==> config.mk <==
export PLATFORM = sky130hd
export DESIGN_NAME = xsd_int_literal_parser_core
export DESIGN_NICKNAME = d
export VERILOG_FILES = /design/src/rtl/core/xsdint_pkg.sv /design/src/rtl/core/xsdint_front.sv /design/src/rtl/core/xsdint_queue.sv /design/src/rtl/core/xsdint_back.sv /design/src/rtl/core/xsd_int_literal_parser_core.sv
export SDC_FILE = /design/constraint.sdc
export NUM_CORES = 1
export LEC_CHECK = 0
export BUFFER_PORTS_ARGS = -buffer_cell sky130_fd_sc_hd__buf_2
export CAP_MARGIN = 20
export CELL_PAD_IN_SITES_DETAIL_PLACEMENT = 1
export CELL_PAD_IN_SITES_GLOBAL_PLACEMENT = 1
export CORE_ASPECT_RATIO = 0.6
export CORE_MARGIN = 1.5
export CORE_UTILIZATION = 48
export CTS_CLUSTER_SIZE = 20
export DETAILED_ROUTE_END_ITERATION = 6
export PLACE_DENSITY_LB_ADDON = 0.08
export SYNTH_ARGS = -nofsm -noshare
export SYNTH_HDL_FRONTEND = slang
export SYNTH_SLANG_ARGS = --single-unit
==> constraint.sdc <==
create_clock -name clk_i -period 5.25 [get_ports clk_i]
set_input_delay 1.05 -clock clk_i [delete_from_list [all_inputs] [get_ports clk_i]]
set_output_delay 1.05 -clock clk_i [all_outputs]
set_load 0.005 [all_outputs]
==> src/rtl/core/xsdint_pkg.sv <==
// shared types and constants of the decimal integer literal parser
package xsdint_pkg;

  localparam int unsigned QDEPTH = 2;

  localparam int unsigned IN_TDATA_W  = 8;
  localparam int unsigned OUT_TDATA_W = 40;
  localparam int unsigned VALUE_W     = 32;
  localparam int unsigned STATUS_W    = 2;

  localparam logic [7:0] CHAR_ZERO  = 8'h30;
  localparam logic [7:0] CHAR_MINUS = 8'h2D;
  localparam logic [7:0] CHAR_PLUS  = 8'h2B;
  localparam logic [7:0] CHAR_SPACE = 8'h20;
  localparam logic [7:0] CHAR_TAB   = 8'h09;
  localparam logic [7:0] CHAR_CR    = 8'h0D;
  localparam logic [7:0] CHAR_LF    = 8'h0A;

  localparam logic [3:0] DIGIT_BASE = 4'd10;
  localparam logic [31:0] MUL_LIMIT = 32'd214748364;

  typedef enum logic [STATUS_W-1:0] {
    ST_OK        = 2'd0,
    ST_MALFORMED = 2'd1,
    ST_RANGE     = 2'd2
  } status_e;

  typedef struct packed {
    logic       last;
    logic       is_ws;
    logic       is_plus;
    logic       is_minus;
    logic       is_digit;
    logic [3:0] digit;
  } byte_class_t;

endpackage

==> src/rtl/core/xsdint_front.sv <==
// front end: accepts literal bytes and classifies them
module xsdint_front import xsdint_pkg::*; (
  input  logic                  in_valid_i,
  input  logic [7:0]            char_byte_i,
  input  logic                  last_byte_i,
  output logic                  in_ready_o,
  output logic                  cls_valid_o,
  output byte_class_t           cls_o,
  input  logic                  cls_ready_i
);

  logic [7:0] diff;

  assign diff = char_byte_i - CHAR_ZERO;

  always_comb begin
    cls_o.last     = last_byte_i;
    cls_o.is_ws    = (char_byte_i == CHAR_SPACE) || (char_byte_i == CHAR_TAB) ||
                     (char_byte_i == CHAR_CR) || (char_byte_i == CHAR_LF);
    cls_o.is_plus  = (char_byte_i == CHAR_PLUS);
    cls_o.is_minus = (char_byte_i == CHAR_MINUS);
    cls_o.is_digit = (diff < {4'd0, DIGIT_BASE});
    cls_o.digit    = diff[3:0];
  end

  assign cls_valid_o = in_valid_i;
  assign in_ready_o  = cls_ready_i;

endmodule

==> src/rtl/core/xsdint_queue.sv <==
// short queue of classified bytes between front and back end
module xsdint_queue import xsdint_pkg::*; #(
  parameter int unsigned Depth = QDEPTH
) (
  input  logic        clk_i,
  input  logic        rst_ni,
  input  logic        push_valid_i,
  input  byte_class_t push_data_i,
  output logic        push_ready_o,
  output logic        pop_valid_o,
  output byte_class_t pop_data_o,
  input  logic        pop_ready_i,
  output logic        full_o
);

  localparam int unsigned PtrW = (Depth > 1) ? $clog2(Depth) : 1;
  localparam int unsigned CntW = $clog2(Depth + 1);

  byte_class_t         mem_q [Depth];
  logic [PtrW-1:0]     wr_ptr_q, wr_ptr_d, rd_ptr_q, rd_ptr_d;
  logic [CntW-1:0]     count_q, count_d;
  logic                push, pop;

  assign full_o       = (count_q == CntW'(Depth));
  assign push_ready_o = !full_o;
  assign pop_valid_o  = (count_q != '0);
  assign pop_data_o   = mem_q[rd_ptr_q];
  assign push         = push_valid_i && push_ready_o;
  assign pop          = pop_valid_o && pop_ready_i;

  always_comb begin
    wr_ptr_d = wr_ptr_q;
    rd_ptr_d = rd_ptr_q;
    count_d  = count_q;
    if (push) begin
      wr_ptr_d = (wr_ptr_q == PtrW'(Depth - 1)) ? '0 : wr_ptr_q + PtrW'(1);
    end
    if (pop) begin
      rd_ptr_d = (rd_ptr_q == PtrW'(Depth - 1)) ? '0 : rd_ptr_q + PtrW'(1);
    end
    if (push && !pop) begin
      count_d = count_q + CntW'(1);
    end else if (pop && !push) begin
      count_d = count_q - CntW'(1);
    end
  end

  always_ff @(posedge clk_i or negedge rst_ni) begin
    if (!rst_ni) begin
      wr_ptr_q <= '0;
      rd_ptr_q <= '0;
      count_q  <= '0;
    end else begin
      wr_ptr_q <= wr_ptr_d;
      rd_ptr_q <= rd_ptr_d;
      count_q  <= count_d;
    end
  end

  always_ff @(posedge clk_i) begin
    if (push) begin
      mem_q[wr_ptr_q] <= push_data_i;
    end
  end

endmodule

==> src/rtl/core/xsdint_back.sv <==
// back end: scan state, digit accumulation, range check and result register
module xsdint_back import xsdint_pkg::*; (
  input  logic                clk_i,
  input  logic                rst_ni,
  input  logic                cls_valid_i,
  input  byte_class_t         cls_i,
  output logic                cls_ready_o,
  output logic                res_valid_o,
  output logic [VALUE_W-1:0]  res_value_o,
  output status_e             res_status_o,
  input  logic                res_ready_i
);

  localparam logic [1:0] PH_LEAD  = 2'd0;
  localparam logic [1:0] PH_SIGN  = 2'd1;
  localparam logic [1:0] PH_DIGIT = 2'd2;
  localparam logic [1:0] PH_TRAIL = 2'd3;

  logic [1:0]         phase_q, phase_d;
  logic [31:0]        acc_q, acc_d;
  logic               neg_q, neg_d;
  status_e            err_q, err_d;

  logic               res_valid_q;
  logic [31:0]        res_mag_q;
  logic               res_neg_q;
  status_e            res_status_q;

  logic               pop, out_free, take;
  logic [31:0]        acc_next;
  logic               over;
  status_e            fin_status;

  assign out_free    = !res_valid_q || res_ready_i;
  assign cls_ready_o = !cls_i.last || out_free;
  assign pop         = cls_valid_i && cls_ready_o;
  assign acc_next    = (acc_q << 3) + (acc_q << 1) + {28'd0, cls_i.digit};

  always_comb begin
    phase_d = phase_q;
    acc_d   = acc_q;
    neg_d   = neg_q;
    err_d   = err_q;
    take    = 1'b0;
    if (err_q == ST_OK) begin
      unique case (phase_q)
        PH_LEAD: begin
          if (cls_i.is_ws) begin
            phase_d = PH_LEAD;
          end else if (cls_i.is_minus) begin
            neg_d   = 1'b1;
            phase_d = PH_SIGN;
          end else if (cls_i.is_plus) begin
            phase_d = PH_SIGN;
          end else if (cls_i.is_digit) begin
            take = 1'b1;
          end else begin
            err_d = ST_MALFORMED;
          end
        end
        PH_SIGN: begin
          if (cls_i.is_digit) begin
            take = 1'b1;
          end else begin
            err_d = ST_MALFORMED;
          end
        end
        PH_DIGIT: begin
          if (cls_i.is_digit) begin
            take = 1'b1;
          end else if (cls_i.is_ws) begin
            phase_d = PH_TRAIL;
          end else begin
            err_d = ST_MALFORMED;
          end
        end
        default: begin
          if (!cls_i.is_ws) begin
            err_d = ST_MALFORMED;
          end
        end
      endcase
      if (take) begin
        if (acc_q > MUL_LIMIT) begin
          err_d = ST_RANGE;
          take  = 1'b0;
        end else begin
          acc_d   = acc_next;
          phase_d = PH_DIGIT;
        end
      end
    end
  end

  // final bound: a digit taken at the limit decides on its own value
  always_comb begin
    if (take) begin
      over = (acc_q == MUL_LIMIT) &&
             (neg_d ? (cls_i.digit > 4'd8) : (cls_i.digit > 4'd7));
    end else begin
      over = neg_d ? (acc_q[31] && (|acc_q[30:0])) : acc_q[31];
    end
    fin_status = err_d;
    if (err_d == ST_OK) begin
      if ((phase_d == PH_LEAD) || (phase_d == PH_SIGN)) begin
        fin_status = ST_MALFORMED;
      end else if (over) begin
        fin_status = ST_RANGE;
      end
    end
  end

  always_ff @(posedge clk_i or negedge rst_ni) begin
    if (!rst_ni) begin
      phase_q     <= PH_LEAD;
      acc_q       <= '0;
      neg_q       <= 1'b0;
      err_q       <= ST_OK;
      res_valid_q <= 1'b0;
    end else begin
      if (pop) begin
        if (cls_i.last) begin
          phase_q <= PH_LEAD;
          acc_q   <= '0;
          neg_q   <= 1'b0;
          err_q   <= ST_OK;
        end else begin
          phase_q <= phase_d;
          acc_q   <= acc_d;
          neg_q   <= neg_d;
          err_q   <= err_d;
        end
      end
      if (pop && cls_i.last) begin
        res_valid_q <= 1'b1;
      end else if (res_ready_i) begin
        res_valid_q <= 1'b0;
      end
    end
  end

  always_ff @(posedge clk_i) begin
    if (pop && cls_i.last) begin
      res_status_q <= fin_status;
      res_mag_q    <= (fin_status == ST_OK) ? acc_d : '0;
      res_neg_q    <= neg_d && (fin_status == ST_OK);
    end
  end

  assign res_valid_o  = res_valid_q;
  assign res_value_o  = res_neg_q ? (32'd0 - res_mag_q) : res_mag_q;
  assign res_status_o = res_status_q;

endmodule

==> src/rtl/core/xsd_int_literal_parser_core.sv <==
// top level of the decimal integer literal parser
//
//  channel  | direction | tdata                           | tlast
//  s_axis   | in        | [7:0] char_byte                 | last_byte
//  m_axis   | out       | [31:0] value, [33:32] status    | -
//
// one byte item per cycle sustained unless a final byte waits on a stalled output; the back end
// consumes one queued byte each cycle through a single multiply-by-ten and add
// a final byte reaches its result through the queue and then the result register
// reset clears the scan state, empties the queue and clears the result valid flag
// an output stall holds only final bytes; bytes behind a held final byte collect in the queue until it is full
module xsd_int_literal_parser_core import xsdint_pkg::*; #(
  parameter int unsigned QueueDepth = QDEPTH
) (
  input  logic                   clk_i,
  input  logic                   rst_ni,
  input  logic                   s_axis_tvalid_i,
  output logic                   s_axis_tready_o,
  input  logic [IN_TDATA_W-1:0]  s_axis_tdata_i,  // [7:0] char_byte
  input  logic                   s_axis_tlast_i,
  output logic                   m_axis_tvalid_o,
  input  logic                   m_axis_tready_i,
  output logic [OUT_TDATA_W-1:0] m_axis_tdata_o   // [31:0] value, [33:32] status, zero pad
);

  logic                cls_valid, cls_ready;
  byte_class_t         cls;
  logic                q_valid, q_ready, q_full;
  byte_class_t         q_data;
  logic [VALUE_W-1:0]  res_value;
  status_e             res_status;

  xsdint_front u_front (
    .in_valid_i  (s_axis_tvalid_i),
    .char_byte_i (s_axis_tdata_i[7:0]),
    .last_byte_i (s_axis_tlast_i),
    .in_ready_o  (s_axis_tready_o),
    .cls_valid_o (cls_valid),
    .cls_o       (cls),
    .cls_ready_i (cls_ready)
  );

  xsdint_queue #(
    .Depth (QueueDepth)
  ) u_queue (
    .clk_i        (clk_i),
    .rst_ni       (rst_ni),
    .push_valid_i (cls_valid),
    .push_data_i  (cls),
    .push_ready_o (cls_ready),
    .pop_valid_o  (q_valid),
    .pop_data_o   (q_data),
    .pop_ready_i  (q_ready),
    .full_o       (q_full)
  );

  xsdint_back u_back (
    .clk_i        (clk_i),
    .rst_ni       (rst_ni),
    .cls_valid_i  (q_valid),
    .cls_i        (q_data),
    .cls_ready_o  (q_ready),
    .res_valid_o  (m_axis_tvalid_o),
    .res_value_o  (res_value),
    .res_status_o (res_status),
    .res_ready_i  (m_axis_tready_i)
  );

  assign m_axis_tdata_o = {6'd0, res_status, res_value};

  // an error result carries a zero value
  assert property (@(posedge clk_i) disable iff (!rst_ni)
    m_axis_tvalid_o && (res_status != ST_OK) |-> (res_value == '0))
    else $error("error result with nonzero value");

  // status never takes the unused code
  assert property (@(posedge clk_i) disable iff (!rst_ni)
    m_axis_tvalid_o |-> ((res_status == ST_OK) || (res_status == ST_MALFORMED) ||
                         (res_status == ST_RANGE)))
    else $error("unused status code on output");

  // input back-pressure only when the queue is full
  assert property (@(posedge clk_i) disable iff (!rst_ni)
    !s_axis_tready_o |-> q_full)
    else $error("input stalled with room in queue");

  // a stalled result is not overwritten
  assert property (@(posedge clk_i) disable iff (!rst_ni)
    m_axis_tvalid_o && !m_axis_tready_i |=> $stable(m_axis_tdata_o))
    else $error("stalled result changed");

endmodule
# Yosys cells after proc, flatten, opt, wreduce, memory -nomap -nowiden

Memory sizes are Yosys's and may differ from the RTL's.
Index checks and enable logic that the tools add are counted.

Register bits after elaboration: 77
RAM bits: 18
Output and inout port bits: 42
Logic and storage cells: 118
Memories kept: 1

Memories:

| name          | depth | bits a word | read ports | clocked after memory_dff | wr ports | line               | text |
|---|---|---|---|---|---|---|---|
| u_queue.mem_q | 2     | 9           | 1          | 0                        | 1        | xsdint_queue.sv:19 | `byte_class_t mem_q [Depth];` |

Add/subtract/negate cells: 8
Order comparisons: 4
Equality and inequality tests: 11
Mux-type cells: 54
Reduce and logical (&&, ||, !) cells: 29

Operators with widths:

| operator                | number |
|---|---|
| $mux W32                | 5 |
| $mux W2                 | 24 |
| $add A32 B32 Y32        | 1 |
| $add A32 B4 Y32         | 1 |
| $eq A32 B28 Y1 const B  | 1 |
| $gt A32 B28 Y1 const B  | 1 |
| $sub A1 B32 Y32 const A | 1 |
| $reduce_or A31 Y1       | 1 |
| $eq A8 B4 Y1 const B    | 3 |
| $eq A8 B6 Y1 const B    | 3 |
| $mux W1                 | 22 |
| $logic_not A2 Y1        | 5 |
| $logic_and A1 B1 Y1     | 8 |
| $lt A8 B4 Y1 const B    | 1 |
| $sub A8 B6 Y8 const B   | 1 |
| $logic_or A1 B1 Y1      | 6 |
| $pmux W2 S3             | 1 |
| $reduce_bool A2 Y1      | 3 |
| $logic_not A1 Y1        | 5 |
| $eq A2 B1 Y1 const B    | 2 |
| $eq A2 B2 Y1 const B    | 2 |
| $gt A4 B3 Y1 const B    | 1 |
| $gt A4 B4 Y1 const B    | 1 |
| $pmux W2 S2             | 1 |
| 5 further kinds         | 6 |

# Longest topological paths before layout

An unclocked memory read counts as a cell.

Depth in word-level cells: 15
Gate-level depth with buffers: 14
Depth with buffers taken out: 13

# Cells and area by module

Synthesis repeated with hierarchy kept, for this count alone.

Cell total of the unflattened synthesis: 748
Area total of the unflattened synthesis: 7109.3 sq um

By module, submodules not included:

| module                      | instances | cells each | area each (sq um) | sequential area each (sq um) |
|---|---|---|---|---|
| xsdint_back                 | 1         | 674        | 6054.6            | 2001.9 |
| xsdint_queue                | 1         | 47         | 867.1             | 640.6 |
| xsdint_front                | 1         | 20         | 138.9             | 0.0 |
| xsd_int_literal_parser_core | 1         | 7          | 48.8              | 0.0 |

# Worst setup path before layout

Ideal clock, no wire load.

Kind: reg2out
From: register u_back.res_mag_q[8]
To: output m_axis_tdata_o[29]
Data arrival time: 2.644 ns
Setup slack: 1.556 ns
Stages on the path, launching flop included: 8
Path buffers: 0
Path through: edfxtp_1 or4_1 or3_4 or3_1 or3_1 or2_1 o41ai_2 xnor2_1

Word-level cells in the longest chain between the ends: 2

RTL lines:

| item                   | line                              | text |
|---|---|---|
| from (decl)            | xsdint_back.sv:25                 | `logic [31:0] res_mag_q;` |
| from (signal assigned) | xsdint_back.sv:145                | `res_mag_q <= (fin_status == ST_OK) ? acc_d : '0;` |
| $sub A1 B32 Y32        | xsdint_back.sv:151                | `assign res_value_o = res_neg_q ? (32'd0 - res_mag_q) : res_mag_q;` |
| $mux W32               | xsdint_back.sv:151                |  |
| to (decl)              | xsd_int_literal_parser_core.sv:23 | `output logic [OUT_TDATA_W-1:0] m_axis_tdata_o` |

No other way between the ends.

# Worst setup path in the final report

From: register u_queue.rd_ptr_q
To: register u_back.res_mag_q[30], data pin

Word-level cells in the longest chain between the ends: 14
Elaborated cells on any way between the ends: 50
Classes of those cells: 1 x add/sub; 2 x order compare; 1 x eq/ne; 40 x mux; 5 x reduce/logical; 1 x memory

RTL lines:

| item                                          | line                                                    | text |
|---|---|---|
| from (decl)                                   | xsdint_queue.sv:20                                      | `logic [PtrW-1:0] wr_ptr_q, wr_ptr_d, rd_ptr_q, rd_ptr_d;` |
| from (signal assigned)                        | xsdint_queue.sv:55                                      | `rd_ptr_q <= rd_ptr_d;` |
| $mem_v2 Z2 W9 (*)                             | -                                                       |  |
| $mux W1                                       | xsdint_back.sv:55, xsdint_back.sv:62, xsdint_back.sv:69 |  |
| $mux W1                                       | xsdint_back.sv:53                                       | `end else if (cls_i.is_plus) begin` |
| $mux W1                                       | xsdint_back.sv:50                                       | `end else if (cls_i.is_minus) begin` |
| $mux W1                                       | xsdint_back.sv:48                                       | `if (cls_i.is_ws) begin` |
| $pmux W1 S2                                   | xsdint_back.sv:46                                       | `unique case (phase_q)` |
| $mux W1                                       | xsdint_back.sv:45                                       | `if (err_q == ST_OK) begin` |
| $mux W1 or $mux W2 (tied branches)            | xsdint_back.sv:83                                       | `if (take) begin` |
| $mux W1 or $mux W2 (tied branches)            | xsdint_back.sv:45                                       |  |
| $mux W1 (tied with other cells)               | xsdint_back.sv:97                                       | `if (take) begin` |
| $mux W2 or $logic_or A1 B1 Y1 (tied branches) | xsdint_back.sv:107, xsdint_back.sv:105                  |  |
| $mux W2                                       | xsdint_back.sv:105                                      | `if ((phase_d == PH_LEAD) \|\| (phase_d == PH_SIGN)) begin` |
| $mux W2                                       | xsdint_back.sv:104                                      | `if (err_d == ST_OK) begin` |
| $logic_not A2 Y1                              | xsdint_back.sv:145                                      |  |

Mark *: on every way between the ends. The rest lies on a longest branch, timed or not. The select of a mux whose other input is x is not followed.
A chain may end at the register's enable or synchronous reset.

==> impl_metrics.json <==
{
  "status": "completed",
  "path_cells": "mux2_2, ha_1, ha_1, inv_1, fa_1, nor2b_1, o31a_1, o31ai_1, a21o_1, a21oi_1, o311ai_0, a2111o_1, o311ai_0",
  "finalCoreUtilization": 0.541,
  "ant_nets": 0,
  "post-route-min-period_ps": 4630,
  "clk-insertion-delay-late_ps": 350,
  "portBuffers": 48,
  "switching_share": 0.450,
  "cts.clk_slew.worst_paths_ps": 70,
  "place_ws_ps": 735,
  "synth-edff-count": 53,
  "post-layout-total-power_mw": 3.97,
  "antenna_found_initial": 0,
  "dieArea_mm2": 0.0156,
  "synth_top_area_frac": 0.223,
  "max_freq_mhz": 216,
  "yosys-top-cells-area": "edfxtp_1 (22%), dfrtp_1 (15%), ha_1 (11%), xnor2_1 (5.3%), nand2_1 (4.7%)",
  "cap_violations": 0,
  "regArea_mm2": 0.00264,
  "cp_slowest_stage_delay_ps": 770,
  "core_area_mm2": 0.0145,
  "min_period_over_period": 0.882,
  "grt_overflow_total": 0,
  "crit_path_max_fanout": 13,
  "switching_power_mw": 1.79,
  "ys_types": 69,
  "final_cells": 999,
  "ys_ff_latch": 95,
  "viasPerCell": 6.27,
  "syn_inst": 757,
  "setup_viol": 0,
  "final_area_mm2": 0.00785,
  "dp_hpwl_um": 17300,
  "vias": 6261,
  "routed_wl_um": 22300,
  "fp.dieH_um": 97.4,
  "multiInputGateArea_mm2": 0.00426,
  "grt_pass1_vias": 6191,
  "timing.final.ws_setup_ps": 621,
  "num-nets-final": 875,
  "synth_ff_type": "edfxtp_1",
  "gr-usage-all-layers": 0.297,
  "path_delay_family": "compound AO/OA/AOI/OAI gates",
  "ys_warn_count": 0,
  "ctsRootBufferMaster": "clkbuf_16",
  "clkSinkCount": 95,
  "postCtsHoldBufs": 0,
  "leakagePower_nw": 3.45,
  "timing.final.hold_violations": 0,
  "clkPwrFrac": 0.174,
  "clockBufferDepth": 2,
  "die_x_um": 160,
  "syn2layout_area_growth_pct": 10.1,
  "synth.cell_area_mm2": 0.00713,
  "worstPathRequired_ps": 5310,
  "max-vdd-ir-drop_mv": 0.223,
  "cp-end-kind": "flop",
  "drive_gt1_frac": 0.104,
  "power_density_mw_per_mm2": 506,
  "cts.htree.levels": 3,
  "rsz0062_at_grt": "false",
  "comb_power_share": 0.472,
  "fin_hold_ws_ps": 496,
  "async_flop_share": 0.442,
  "num_antenna_cells": 0,
  "cts_tree": "built",
  "drt_pass1_iterations": 7,
  "cts_setup_buffers": 0,
  "io_pins": 55,
  "power_frac_seq": 0.354,
  "p_int_mw": 2.18,
  "n_fill_cell": 1668,
  "start_util": 0.492,
  "critPathLaunchType": "flop",
  "cp.arrival_ps": 4690,
  "path_buf_inv": 1,
  "place_inst": 983,
  "drt_iter0_markers": 525,
  "relSlewSlack": 0.313,
  "grt_pass1_wl_um": 35600,
  "tightest_slew_ps": 1020,
  "rows": 34,
  "cts_made_buffers": 9,
  "avgSynthCellArea_um2": 9.42,
  "grt_max_degree": 43,
  "critical_path_class": "flop to flop",
  "hold_path.class": "flop to flop",
  "synth_top_cell_by_area": "edfxtp_1",
  "dpl_cell_area_mm2": 0.00753,
  "seq_area_frac_synth": 0.371,
  "report.final.slew_viol_count": 0,
  "cp_slowest_cell": "o311ai_0",
  "fin_setup_tns_ps": 0,
  "drc_errors": 0,
  "cts_resized": 0,
  "place_congestion": 0.951,
  "finClkSkew_ps": 4.30,
  "wire_per_inst_um": 22.4
}
-- registers in the layout (all words and copies together) (netlist names), 2 cells and up --
register,flops
u_back.acc_q,32
u_back.res_mag_q,32
u_queue.mem_q,18
u_back.err_q,2
u_back.phase_q,2
u_back.res_status_o,2
u_queue.count_q,2
-- final timing paths --
kind | startpoint | end | slack [ps] | depth (start not counted)
worst max-delay path | u_queue.rd_ptr_q | u_back.res_mag_q[30] | 620 | 13
worst min-delay path | u_queue.wr_ptr_q | u_queue.wr_ptr_q | 500 | 1
worst max register to register | u_queue.rd_ptr_q | u_back.res_mag_q[30] | 620 | 13
worst min register to register | u_queue.wr_ptr_q | u_queue.wr_ptr_q | 500 | 1
max in group asynchronous | rst_ni | u_back.acc_q[16] | 4040 | 2
min in group asynchronous | rst_ni | u_back.err_q[0] | 780 | 2
-- power groups by stage --
stage               sequential, mW  clock [mW]  combinational (mW)
CTS                           1.39       0.701                1.87
finish                        1.40       0.691                1.87
global placement              1.38           0                1.79
detailed placement            1.41           0                1.85
floorplan                     1.26           0                1.25
global route                  1.43       0.723                2.05
-- worst register-to-register path: stages (launching register included) --
cell and delay [ps]:
dfrtp_1 740, mux2_2 420, ha_1 290, ha_1 220, inv_1 70, fa_1 200, nor2b_1 70, o31a_1 280
o31ai_1 480, a21o_1 260, a21oi_1 130, o311ai_0 780, a2111o_1 280, o311ai_0 120
-- layer usage --
layer  global-route usage  routed length, um  up-vias
met5                    0                  0        -
met4               0.0474                170        0
met3               0.0589               1830       15
met2                0.431               9100      233
met1                0.460              11200     3094
li1                     -                  -     2919
-- cell usage after synthesis, types with 12 or more instances --
cell type	number
a21o_1	14
a21oi_1	50
a22o_1	17
clkbuf_1	20
dfrtp_1	42
edfxtp_1	53
ha_1	64
inv_1	24
nand2_1	90
nand3_1	21
nand4_1	12
nor2_1	47
nor3_1	19
o21ai_0	39
o31ai_1	14
or3_1	14
xnor2_1	43
-- layout make-up --
class,instances,area share
timing repair buffer,55,0.0373
sequential,95,0.337
clock inverter,7,0.0118
inverter,24,0.0115
clock buffer,9,0.0287
tap,198,0.0316
multi-input combinational,611,0.542
-- placed cells by master, fill, tap and decap left out, types with 4 or more instances in the layout --
cell type   n
mux2_2      4
a211o_1     9
nand2_1    90
nor3_1     19
and2_1      5
edfxtp_1   53
a21o_1     14
nor4_1      6
a21boi_0    4
dfrtp_1    42
o21a_1      7
a22o_1     17
or4_1       7
and4_1      9
o31ai_1    14
xnor2_1    43
nand3_1    21
a21oi_1    50
or3_1      14
ha_1       64
nand3b_1    4
o2111ai_1   4
mux2i_1    11
xor2_1     11
buf_2      48
nand2b_1    6
conb_1      6
buf_4       7
and3_1      7
o211ai_1    9
nand4_1    12
o41ai_1     4
nor2_1     47
nor2b_1     5
a31oi_1     6
clkbuf_16   9
a211oi_1    4
inv_1      24
o21ai_0    39
-- cell families after synthesis --
| kind of cell | after synthesis | share of synthesized area |
|---|---|---|
| AO/OA/AOI/OAI | 206 | 0.197 |
| XOR/XNOR | 54 | 0.0663 |
| buffers and inverters | 56 | 0.0351 |
| adder cells (fa/ha/maj) | 66 | 0.118 |
| other | 1 | 0.000526 |
| flip-flops | 95 | 0.371 |
| AND/OR/NAND/NOR | 263 | 0.188 |
| multiplexers | 16 | 0.0249 |
(Power assumes the default switching activity.)
